[config.mk]
export PLATFORM = sky130hd
export DESIGN_NAME = ttl_lookup_cache_rr_evict_top
export DESIGN_NICKNAME = d
export VERILOG_FILES = /design/src/ttlc_pkg.sv /design/src/ttlc_ctrl.sv /design/src/ttlc_dpath.sv /design/src/ttl_lookup_cache_rr_evict_top.sv
export SDC_FILE = /design/constraint.sdc
export NUM_CORES = 2
export LEC_CHECK = 0
export ABC_AREA = 1
export BUFFER_PORTS_ARGS = -buffer_cell sky130_fd_sc_hd__buf_2
export CELL_PAD_IN_SITES_DETAIL_PLACEMENT = 1
export CELL_PAD_IN_SITES_GLOBAL_PLACEMENT = 2
export CORE_ASPECT_RATIO = 0.75
export CORE_MARGIN = 1
export CORE_UTILIZATION = 40
export CTS_CLUSTER_DIAMETER = 40
export DETAILED_ROUTE_END_ITERATION = 7
export HOLD_SLACK_MARGIN = 0.12
export PLACE_DENSITY_LB_ADDON = 0.1
export SYNTH_ARGS = -nofsm -noshare
export SYNTH_HDL_FRONTEND = slang
export SYNTH_SLANG_ARGS = --single-unit
[constraint.sdc]
create_clock -name clk -period 13.2 [get_ports clk]
set_clock_uncertainty 0.15 [all_clocks]
set_input_delay 3.96 -clock clk [delete_from_list [all_inputs] [get_ports clk]]
set_output_delay 3.96 -clock clk [all_outputs]
set_load 0.02 [all_outputs]
[src/ttlc_pkg.sv]
// ----------------------------------------------------------------------------
// TTL location cache - package
// Sizes, codes and controller/datapath interface types.
// ----------------------------------------------------------------------------
`timescale 1ns / 1ps

package ttlc_pkg;

  // storage sizes
  localparam int ENTRIES  = 16;
  localparam int KEY_BITS = 64;
  localparam int ID_BITS  = 8;
  localparam int IDX_BITS = $clog2(ENTRIES);
  localparam int CNT_BITS = IDX_BITS + 1;

  // fixed port field widths
  localparam int KEY_FIELD_W = 64;
  localparam int ID_FIELD_W  = 8;
  localparam int TIME_W      = 32;

  localparam logic [TIME_W-1:0] TTL_RESET = TIME_W'(60);

  typedef enum logic [1:0] {
    KIND_INSERT = 2'd0,
    KIND_LOOKUP = 2'd1,
    KIND_INVAL  = 2'd2,
    KIND_CLEAR  = 2'd3
  } ttlc_kind_t;

  typedef enum logic [1:0] {
    OC_NONE    = 2'd0,
    OC_MATCH   = 2'd1,
    OC_EXPIRED = 2'd2,
    OC_FILL    = 2'd3
  } ttlc_outcome_t;

  typedef enum logic [1:0] {
    ST_IDLE,
    ST_SCAN,
    ST_EXEC
  } ttlc_state_t;

  // controller -> datapath
  typedef struct packed {
    logic load;   // capture the input beat
    logic start;  // reset scan counter and search flags
    logic step;   // advance the scan by one entry
    logic exec;   // write back and load the result register
  } ttlc_cmd_t;

  // datapath -> controller
  typedef struct packed {
    logic scan_done;
    logic out_busy;
  } ttlc_stat_t;

endpackage

[src/ttlc_ctrl.sv]
// ----------------------------------------------------------------------------
// TTL location cache - controller
// Sequences accept, entry scan and write-back for one request at a time.
// ----------------------------------------------------------------------------
`timescale 1ns / 1ps

module ttlc_ctrl (
  input  logic                clk,
  input  logic                rst_n,
  input  logic                in_valid,
  output logic                in_ready,
  input  ttlc_pkg::ttlc_stat_t stat,
  output ttlc_pkg::ttlc_cmd_t  cmd
);

  ttlc_pkg::ttlc_state_t state_r, state_nxt;

  always_ff @(posedge clk) begin
    if (!rst_n) begin
      state_r <= ttlc_pkg::ST_IDLE;
    end else begin
      state_r <= state_nxt;
    end
  end

  always_comb begin
    state_nxt = state_r;
    unique case (state_r)
      ttlc_pkg::ST_IDLE: begin
        if (in_valid) state_nxt = ttlc_pkg::ST_SCAN;
      end
      ttlc_pkg::ST_SCAN: begin
        if (stat.scan_done) state_nxt = ttlc_pkg::ST_EXEC;
      end
      ttlc_pkg::ST_EXEC: begin
        if (!stat.out_busy) state_nxt = ttlc_pkg::ST_IDLE;
      end
      default: state_nxt = ttlc_pkg::ST_IDLE;
    endcase
  end

  always_comb begin
    in_ready  = 1'b0;
    cmd       = '0;
    unique case (state_r)
      ttlc_pkg::ST_IDLE: begin
        in_ready  = 1'b1;
        cmd.load  = in_valid;
        cmd.start = in_valid;
      end
      ttlc_pkg::ST_SCAN: begin
        cmd.step = 1'b1;
      end
      ttlc_pkg::ST_EXEC: begin
        // hold until the result register can take the beat
        cmd.exec = !stat.out_busy;
      end
      default: begin
        in_ready = 1'b0;
      end
    endcase
  end

endmodule

[src/ttlc_dpath.sv]
// ----------------------------------------------------------------------------
// TTL location cache - datapath
// Entry store, one-entry-per-cycle match scan, write-back and result register.
// ----------------------------------------------------------------------------
`timescale 1ns / 1ps

module ttlc_dpath (
  input  logic                                   clk,
  input  logic                                   rst_n,
  input  ttlc_pkg::ttlc_cmd_t                    cmd,
  output ttlc_pkg::ttlc_stat_t                   stat,
  input  logic [1:0]                             in_kind,
  input  logic [ttlc_pkg::KEY_FIELD_W-1:0]       in_lookup_key,
  input  logic [ttlc_pkg::ID_FIELD_W-1:0]        in_primary_id,
  input  logic [ttlc_pkg::ID_FIELD_W-1:0]        in_fallback_id,
  input  logic [ttlc_pkg::TIME_W-1:0]            in_now,
  input  logic                                   cfg_wr_en,
  input  logic [ttlc_pkg::TIME_W-1:0]            cfg_wr_data,
  output logic                                   out_valid,
  input  logic                                   out_ready,
  output logic                                   out_hit,
  output logic [1:0]                             out_outcome,
  output logic [ttlc_pkg::ID_FIELD_W-1:0]        out_found_primary,
  output logic [ttlc_pkg::ID_FIELD_W-1:0]        out_found_backup
);

  localparam int EN  = ttlc_pkg::ENTRIES;
  localparam int IW  = ttlc_pkg::IDX_BITS;
  localparam int CW  = ttlc_pkg::CNT_BITS;
  localparam int KW  = ttlc_pkg::KEY_BITS;
  localparam int DW  = ttlc_pkg::ID_BITS;
  localparam int TW  = ttlc_pkg::TIME_W;

  // request registers
  ttlc_pkg::ttlc_kind_t kind_r;
  logic [KW-1:0]        key_r;
  logic [DW-1:0]        pid_r, bid_r;
  logic [TW-1:0]        now_r;
  logic [TW-1:0]        ttl_r;

  // entry store
  logic [KW-1:0] mem_key   [EN];
  logic [DW-1:0] mem_pri   [EN];
  logic [DW-1:0] mem_bak   [EN];
  logic [TW-1:0] mem_stamp [EN];
  logic [EN-1:0] valid_r;
  logic [IW-1:0] evict_ptr_r;

  // scan
  logic [CW-1:0] cnt_r;
  logic          issue;
  logic [IW-1:0] rd_addr;
  logic          rd_en_r;
  logic [IW-1:0] rd_idx_r;
  logic [KW-1:0] rd_key_r;
  logic [DW-1:0] rd_pri_r, rd_bak_r;
  logic [TW-1:0] rd_stamp_r;
  logic          match;

  logic          found_r;
  logic [IW-1:0] match_idx_r;
  logic [DW-1:0] m_pri_r, m_bak_r;
  logic [TW-1:0] m_stamp_r;
  logic          free_found_r;
  logic [IW-1:0] free_idx_r;

  // write-back decode
  logic          wr_en;
  logic [IW-1:0] wr_slot;
  logic          ptr_adv;
  logic [TW-1:0] age;
  logic          live;

  // result register
  logic          out_valid_r;
  logic          res_hit_r;
  ttlc_pkg::ttlc_outcome_t res_oc_r;
  logic [DW-1:0] res_pri_r, res_bak_r;
  logic          res_hit;
  ttlc_pkg::ttlc_outcome_t res_oc;

  assign issue   = cmd.step && (cnt_r < CW'(EN));
  assign rd_addr = cnt_r[IW-1:0];
  assign match   = rd_en_r && valid_r[rd_idx_r] && (rd_key_r == key_r);

  always_ff @(posedge clk) begin
    if (!rst_n) begin
      ttl_r <= ttlc_pkg::TTL_RESET;
    end else if (cfg_wr_en) begin
      ttl_r <= cfg_wr_data;
    end
  end

  always_ff @(posedge clk) begin
    if (cmd.load) begin
      kind_r <= ttlc_pkg::ttlc_kind_t'(in_kind);
      key_r  <= in_lookup_key[KW-1:0];
      pid_r  <= in_primary_id[DW-1:0];
      bid_r  <= in_fallback_id[DW-1:0];
      now_r  <= in_now;
    end
  end

  // scan counter and read pipeline control
  always_ff @(posedge clk) begin
    if (!rst_n) begin
      cnt_r   <= '0;
      rd_en_r <= 1'b0;
    end else if (cmd.start) begin
      cnt_r   <= '0;
      rd_en_r <= 1'b0;
    end else begin
      rd_en_r <= issue;
      if (issue) cnt_r <= cnt_r + CW'(1);
    end
  end

  // first valid match and first free slot, lowest index wins
  always_ff @(posedge clk) begin
    if (cmd.start) begin
      found_r      <= 1'b0;
      free_found_r <= 1'b0;
    end else begin
      if (match && !found_r) begin
        found_r     <= 1'b1;
        match_idx_r <= rd_idx_r;
        m_pri_r     <= rd_pri_r;
        m_bak_r     <= rd_bak_r;
        m_stamp_r   <= rd_stamp_r;
      end
      if (issue && !free_found_r && !valid_r[rd_addr]) begin
        free_found_r <= 1'b1;
        free_idx_r   <= rd_addr;
      end
    end
  end

  // write-back slot selection
  always_comb begin
    wr_en   = 1'b0;
    wr_slot = evict_ptr_r;
    ptr_adv = 1'b0;
    if (kind_r == ttlc_pkg::KIND_INSERT) begin
      wr_en = 1'b1;
      if (found_r) begin
        wr_slot = match_idx_r;
      end else if (free_found_r) begin
        wr_slot = free_idx_r;
      end else begin
        ptr_adv = 1'b1;
      end
    end
  end

  // age wraps modulo 2^32
  assign age  = now_r - m_stamp_r;
  assign live = age < ttl_r;

  always_ff @(posedge clk) begin
    if (issue) begin
      rd_idx_r   <= rd_addr;
      rd_key_r   <= mem_key[rd_addr];
      rd_pri_r   <= mem_pri[rd_addr];
      rd_bak_r   <= mem_bak[rd_addr];
      rd_stamp_r <= mem_stamp[rd_addr];
    end
    if (cmd.exec && wr_en) begin
      mem_key[wr_slot]   <= key_r;
      mem_pri[wr_slot]   <= pid_r;
      mem_bak[wr_slot]   <= bid_r;
      mem_stamp[wr_slot] <= now_r;
    end
  end

  always_ff @(posedge clk) begin
    if (!rst_n) begin
      valid_r     <= '0;
      evict_ptr_r <= '0;
    end else if (cmd.exec) begin
      unique case (kind_r)
        ttlc_pkg::KIND_INSERT: begin
          valid_r[wr_slot] <= 1'b1;
          if (ptr_adv) begin
            evict_ptr_r <= (evict_ptr_r == IW'(EN - 1)) ? '0 : evict_ptr_r + IW'(1);
          end
        end
        ttlc_pkg::KIND_LOOKUP: begin
          if (found_r && !live) valid_r[match_idx_r] <= 1'b0;
        end
        ttlc_pkg::KIND_INVAL: begin
          if (found_r) valid_r[match_idx_r] <= 1'b0;
        end
        ttlc_pkg::KIND_CLEAR: begin
          valid_r     <= '0;
          evict_ptr_r <= '0;
        end
        default: begin
          valid_r <= valid_r;
        end
      endcase
    end
  end

  always_comb begin
    res_hit = 1'b0;
    res_oc  = ttlc_pkg::OC_NONE;
    unique case (kind_r)
      ttlc_pkg::KIND_INSERT: res_oc = found_r ? ttlc_pkg::OC_MATCH : ttlc_pkg::OC_FILL;
      ttlc_pkg::KIND_LOOKUP: begin
        if (found_r) begin
          res_hit = live;
          res_oc  = live ? ttlc_pkg::OC_MATCH : ttlc_pkg::OC_EXPIRED;
        end
      end
      ttlc_pkg::KIND_INVAL:  res_oc = found_r ? ttlc_pkg::OC_MATCH : ttlc_pkg::OC_NONE;
      ttlc_pkg::KIND_CLEAR:  res_oc = ttlc_pkg::OC_MATCH;
      default:               res_oc = ttlc_pkg::OC_NONE;
    endcase
  end

  always_ff @(posedge clk) begin
    if (!rst_n) begin
      out_valid_r <= 1'b0;
    end else if (cmd.exec) begin
      out_valid_r <= 1'b1;
    end else if (out_ready) begin
      out_valid_r <= 1'b0;
    end
  end

  always_ff @(posedge clk) begin
    if (cmd.exec) begin
      res_hit_r <= res_hit;
      res_oc_r  <= res_oc;
      res_pri_r <= res_hit ? m_pri_r : '0;
      res_bak_r <= res_hit ? m_bak_r : '0;
    end
  end

  assign stat.scan_done = (cnt_r == CW'(EN)) && !rd_en_r;
  assign stat.out_busy  = out_valid_r && !out_ready;

  assign out_valid         = out_valid_r;
  assign out_hit           = res_hit_r;
  assign out_outcome       = res_oc_r;
  assign out_found_primary = ttlc_pkg::ID_FIELD_W'(res_pri_r);
  assign out_found_backup  = ttlc_pkg::ID_FIELD_W'(res_bak_r);

endmodule

[src/ttl_lookup_cache_rr_evict_top.sv]
// ----------------------------------------------------------------------------
// TTL location cache - top level
// Fully associative cache with time-to-live expiry and round-robin eviction.
// ----------------------------------------------------------------------------
//  channel | handshake              | payload
//  --------+------------------------+----------------------------------------
//  in      | in_valid / in_ready    | kind, lookup_key, primary_id, fallback_id,
//          |                        | now
//  out     | out_valid / out_ready  | hit, outcome, found_primary, found_backup
//  cfg     | cfg_wr_en              | cfg_wr_data (time_to_live)
//
//  Per request: accept, a scan reading the 16 entries one per cycle through
//  the single store read port, a drain of the compare registers, and a
//  write-back. A result held by out_ready stalls only the write-back;
//  the next beat is accepted while it waits. rst_n is synchronous; it
//  empties the cache and sets time_to_live to 60.
// ----------------------------------------------------------------------------
`timescale 1ns / 1ps

module ttl_lookup_cache_rr_evict_top (
  input  logic                             clk,
  input  logic                             rst_n,
  input  logic                             in_valid,
  output logic                             in_ready,
  input  logic [1:0]                       in_kind,
  input  logic [ttlc_pkg::KEY_FIELD_W-1:0] in_lookup_key,
  input  logic [ttlc_pkg::ID_FIELD_W-1:0]  in_primary_id,
  input  logic [ttlc_pkg::ID_FIELD_W-1:0]  in_fallback_id,
  input  logic [ttlc_pkg::TIME_W-1:0]      in_now,
  input  logic                             cfg_wr_en,
  input  logic [ttlc_pkg::TIME_W-1:0]      cfg_wr_data,
  output logic                             out_valid,
  input  logic                             out_ready,
  output logic                             out_hit,
  output logic [1:0]                       out_outcome,
  output logic [ttlc_pkg::ID_FIELD_W-1:0]  out_found_primary,
  output logic [ttlc_pkg::ID_FIELD_W-1:0]  out_found_backup
);

  ttlc_pkg::ttlc_cmd_t  cmd;
  ttlc_pkg::ttlc_stat_t stat;

  ttlc_ctrl u_ctrl (
    .clk      (clk),
    .rst_n    (rst_n),
    .in_valid (in_valid),
    .in_ready (in_ready),
    .stat     (stat),
    .cmd      (cmd)
  );

  ttlc_dpath u_dpath (
    .clk               (clk),
    .rst_n             (rst_n),
    .cmd               (cmd),
    .stat              (stat),
    .in_kind           (in_kind),
    .in_lookup_key     (in_lookup_key),
    .in_primary_id     (in_primary_id),
    .in_fallback_id    (in_fallback_id),
    .in_now            (in_now),
    .cfg_wr_en         (cfg_wr_en),
    .cfg_wr_data       (cfg_wr_data),
    .out_valid         (out_valid),
    .out_ready         (out_ready),
    .out_hit           (out_hit),
    .out_outcome       (out_outcome),
    .out_found_primary (out_found_primary),
    .out_found_backup  (out_found_backup)
  );

endmodule

Yosys cells after proc, flatten, opt, wreduce, memory -nomap -nowiden --
Memory sizes are Yosys's and may differ from the RTL's. A register that Yosys moved wholly into a read port is not among the register bits. Cells that the tools add are included.
Storage, ports and cells: RAM bits 1792, logic and storage cells 127, bits in registers 256, memories 4, bits of input ports 151, output and inout port bits 21
Cells by class: muxes and demuxes 40, eq/ne operators 14, order comparisons 8, bitwise gates (word level) 5, add/sub/neg operators 3, reductions and logical operators 29
Memories:
- u_dpath.mem_key | words 16, width 64, rd ports 1, clocked after memory_dff 1, write ports 1, line ttlc_dpath.sv:42 | logic [KW-1:0] mem_key [EN];
- u_dpath.mem_stamp | words 16, width 32, rd ports 1, clocked after memory_dff 1, write ports 1, line ttlc_dpath.sv:45 | logic [TW-1:0] mem_stamp [EN];
- u_dpath.mem_bak | words 16, width 8, rd ports 1, clocked after memory_dff 1, write ports 1, line ttlc_dpath.sv:44 | logic [DW-1:0] mem_bak [EN];
- u_dpath.mem_pri | words 16, width 8, rd ports 1, clocked after memory_dff 1, write ports 1, line ttlc_dpath.sv:43 | logic [DW-1:0] mem_pri [EN];
Operators by type and width (number):
- 64-bit equality test | 1
- 16-bit one-hot mux with 4 select lines | 1
- 32-bit less-than comparator | 1
- 16-bit 2-to-1 mux | 2
- 32-bit subtractor | 1
- 4-bit by 5-bit less-than comparator with 1-bit output (second input constant) | 4
- 4-bit 2-to-1 mux | 5
- 1-bit 2-to-1 mux | 18
- 16-bit bitwise AND | 1
- 16-bit NOT | 1
- 16-bit bitwise OR | 1
- 2-bit 2-to-1 mux | 7
- 1-bit logical AND | 12
- 3-bit AND reduction | 3
- 1-bit binary-select mux with 4-bit select | 2
- 1-bit demux with 4-bit select | 2
- 4-bit by 1-bit >= comparator with 1-bit output (second input constant) | 2
- 2-bit one-hot mux with 4 select lines | 1
- 4-bit one-hot mux with 2 select lines | 1
- 1-bit logical NOT | 7
- 2-bit equality test (second input constant) | 3
- 2-bit by 1-bit inequality test with 1-bit output (second input constant) | 3
- 2-bit inequality test (second input constant) | 3
- 2-bit one-hot mux with 3 select lines | 1
- 11 further kinds | 16

Depth between registers and ports, before layout --
word-level depth 9, depth in mapped cells 27, gate-level depth less buffers 26

Modules after synthesis --
From an unflattened synthesis, not the netlist that was laid out.
Second synthesis, totals: cells, all modules 6361, area total of the unflattened synthesis 84962.7 um^2
By module, submodules not included:
- ttlc_dpath | seq. area each 64191.6 um^2, times used 1, cells each 6345, area an instance 84847.6 um^2
- ttlc_ctrl | seq. area each 40.0 um^2, times used 1, cells each 16, area an instance 115.1 um^2

Worst setup path before layout --
OpenSTA, ideal clock, no wires.
kind input port to flip-flop, start point in out_ready, end point mem u_dpath.mem_bak[4][0] in the netlist's numbering (enable), path buffers 1, data arrival time 12.678 ns, stages on the path 7, slack -0.349 ns, cells stage by stage nor2_1 > inv_1 > nand2_1 > inv_1 > nand2_1 > clkbuf_1 > nor3_1
RTL lines:
- start: declaration | line ttl_lookup_cache_rr_evict_top.sv:33 | input logic out_ready,
- end: declaration | line ttlc_dpath.sv:44

==> impl_metrics.tcl <==
set metrics [dict create \
    rsz0062_at_grt "false" \
    status "complete, no violations" \
    synthArstFlopShare_pct 0 \
    clkPwrFrac_pct 48.2 \
    seqPwrFrac_pct 47.4 \
    dieArea_um2 213000 \
    track_usage_pct 24.2 \
    syn2layout_area_growth_pct 16.1 \
    grt_max_degree 174 \
    synth_edf_count 2097 \
    synth-adder-area-share_pct 1.06 \
    fp.dieH_um 400 \
    cts.sinks 2160 \
    place_congestion 0.782 \
    min_path_type "reg -> reg" \
    cts_setup_buffers 0 \
    drive_gt1_share_pct 11.7 \
    drtIter0Drc 4853 \
    ioPinCount 172 \
    yosysWarnings 0 \
    netlist_instances 6328 \
    ys.flop_type "edfxtp_1" \
    dpl_cell_area_um2 88700 \
    cellPowerDensity_nw_per_um2 166 \
    num_rows 145 \
    combPwrFrac_pct 4.3 \
    cts_resized 0 \
    synth_top_family_by_area "compound AO/OA/AOI/OAI gates" \
    finalCriticalPeriod_ns 7.17 \
    drc_errors 0 \
    antenna_found_initial 18 \
    synthXorXnorAreaFrac_pct 0.528 \
    crit_fanout 33 \
    vias_per_cell 5.65 \
    startpoint "out_ready" \
    clockBufferDepth 4 \
    die-width_um 533 \
    fp.coreArea_um2 209000 \
    via_count 53900 \
    hold_viol 0 \
    max-cap-violations 0 \
    ir_worst_vdd_uv 113 \
    p_switching_mw 3.71 \
    muxShareOfSynthArea_pct 0 \
    fin_nets 6739 \
    portBuffers 171 \
    ant_nets 0 \
    grt_overflow 0 \
    place_hpwl_um 138000 \
    slew_headroom_pct 25.2 \
    totalWireLength_um 262000 \
    grt_pass1_wl_um 382000 \
    internal-power_mw 12.6 \
    startpoint_type "input port" \
    final.setup.tns_ns 0 \
    finish.instance_area_um2 98300 \
    setup-violations-final 0 \
    switching_share_pct 22.8 \
    slew_violations 0 \
    avgSynthCellArea_um2 13.4 \
    drt_pass1_iterations 5 \
    fin_hold_ws_ns 0.264 \
    max_freq_ghz 0.139 \
    cp.required_ns 13.50 \
    cts_tree "yes" \
    power_mw 16.3 \
    numCtsBuffers 290 \
    syn_area_um2 84600 \
    syn_nets 6550 \
    grt_pass1_vias 54900 \
    htree_num_levels 5 \
    fin_crit_sh_pct 54.3 \
    clock-root-buffer "clkbuf_16" \
    r2r-start "u_dpath.now_r[2]" \
    tightest_slew_ns 1.12 \
    routedWlPerCell_um 27.4 \
    clk_pin_slew_worst_paths_ns 0.06 \
    cts_hold_buf 0 \
    ys_types 43 \
    worstHoldStart "u_dpath.rd_stamp_r[18]" \
    initial_core_util_pct 40.5 \
    critical_path_class "in -> reg" \
    setup.worst_path.end_class "flip-flop" \
    ys_seq_area_share_pct 75.9 \
    arrival_ns 7.47 \
    ys_seq_elements 2160 \
    worstSkewPairLatency_ns 0.84 \
    power.leakage_nw 32.9 \
    yosys.area_share.simple_pct 8.38 \
    synth_compound_area_share_pct 11.4 \
]
-- cells in the mapped netlist (6+ instances only) --
master	n	area share [%]
edfxtp_1	2097	74
o21ai_0	954	5.6
ha_1	70	1.0
nor2_1	1005	4.5
buf_2	64	0.38
nor3_1	20	0.12
o22ai_1	278	2.1
xnor2_1	11	0.11
o2111ai_1	7	0.072
a21oi_1	125	0.74
inv_2	8	0.035
xor2_1	40	0.41
clkbuf_1	286	1.3
nand4_1	15	0.11
buf_1	31	0.14
nor4_1	9	0.067
nand2_1	478	2.1
a21o_1	7	0.062
inv_1	210	0.93
a31oi_1	9	0.067
dfxtp_1	63	1.5
nand3_1	236	1.4
nand2_2	6	0.044
o211ai_1	41	0.36
o21ai_1	34	0.20
o221ai_1	186	1.9
-- flip-flops by register name, summed over array words and instances (netlist names), 64 cells and up --
register	flops
u_dpath.rd_key_r	64
u_dpath.mem_key	1024
u_dpath.mem_pri	128
u_dpath.mem_stamp	512
u_dpath.mem_bak	128
u_dpath.key_r	64
-- metrics by stage --
| step | std cells | setup slack [ns] | utilization [%] |
|---|---|---|---|
| after global routing | 9535 | 5.90 | 47.0 |
| after detailed placement | 9018 | 5.15 | 42.4 |
| after CTS | 9534 | 6.02 | 47.0 |
| final | 9537 | 6.03 | 47.0 |
| after global placement | 9018 | 5.13 | 42.4 |
| after floorplan | 6328 | -0.138 | - |
-- area by class of cell --
class,instances,area (um^2)
fill,20900,111000
sequential,2160,64200
multi-input combinational,3563,18200
clock buffer,335,7630
tap,2793,3490
clock inverter,181,1970
timing repair buffer,282,1880
inverter,220,872
antenna,3,7.51
-- cells in the final DEF (no fill, tap or decap), types with 9 or more instances in the layout --
cell           n
a21oi_1      125
a31oi_1        9
buf_12        15
buf_2        171
buf_4         96
bufinv_16     29
clkbuf_1      35
clkbuf_16    299
clkinv_1      26
clkinv_2      41
clkinv_4      21
clkinvlp_4    25
dfxtp_1       60
edfxtp_1    2097
ha_1          70
inv_1        203
inv_6         31
inv_8         12
nand2_1      478
nand3_1      236
nand4_1       15
nor2_1       995
nor2_4        10
nor3_1        13
nor4_1         9
o211ai_1      41
o21ai_0      954
o21ai_1       34
o221ai_1     186
o22ai_1      278
xnor2_1       11
xor2_1        40
-- worst paths after layout --
kind | to | slack (ns) | cells after the start
max | u_dpath.mem_key[8][4] | 6.03 | 11
min reg2reg | u_dpath.m_stamp_r[18] | 0.26 | 0
max reg2reg | u_dpath.valid_r[1] | 7.98 | 21
min | u_dpath.m_stamp_r[18] | 0.26 | 0
-- power by group through the flow --
stage | logic [mW] | clock network (mW) | registers [mW]
2_1_floorplan | 0.426 | 0 | 7.81
3_3_place_gp | 0.705 | 0 | 7.86
3_5_place_dp | 0.715 | 0 | 7.86
4_1_cts | 0.719 | 8.00 | 7.72
5_1_grt | 0.789 | 8.26 | 7.72
6_report | 0.708 | 7.85 | 7.72
-- routing by layer --
| metal | track usage (%) | vias to the layer above | wire, um |
|---|---|---|---|
| li1 | - | 24000 | - |
| met1 | 35.8 | 28000 | 122000 |
| met2 | 37.5 | 1521 | 119000 |
| met3 | 3.51 | 385 | 14800 |
| met4 | 6.08 | 4 | 6030 |
| met5 | 0 | - | 27 |
-- logic make-up (layout without fill, tap and decap cells) --
| group | Yosys count | in the layout |
|---|---|---|
| flip-flops | 2160 | 2160 |
| AO/OA/AOI/OAI | 1664 | 1664 |
| adder cells (fa/ha/maj) | 71 | 71 |
| AND/OR/NAND/NOR | 1777 | 1777 |
| buffers and inverters | 605 | 1018 |
| other | 0 | 3 |
| XOR/XNOR | 51 | 51 |
-- worst max-delay path: stages --
cell and delay [ns]:
buf_2 0.07, nor2_1 0.05, inv_1 0.07, nand2_1 0.11
clkinv_1 0.06, buf_4 0.49, nand2_1 0.10, buf_4 0.31
nor3_2 0.93, buf_4 0.61, buf_4 0.59
Power figures use the tool's default switching activity.
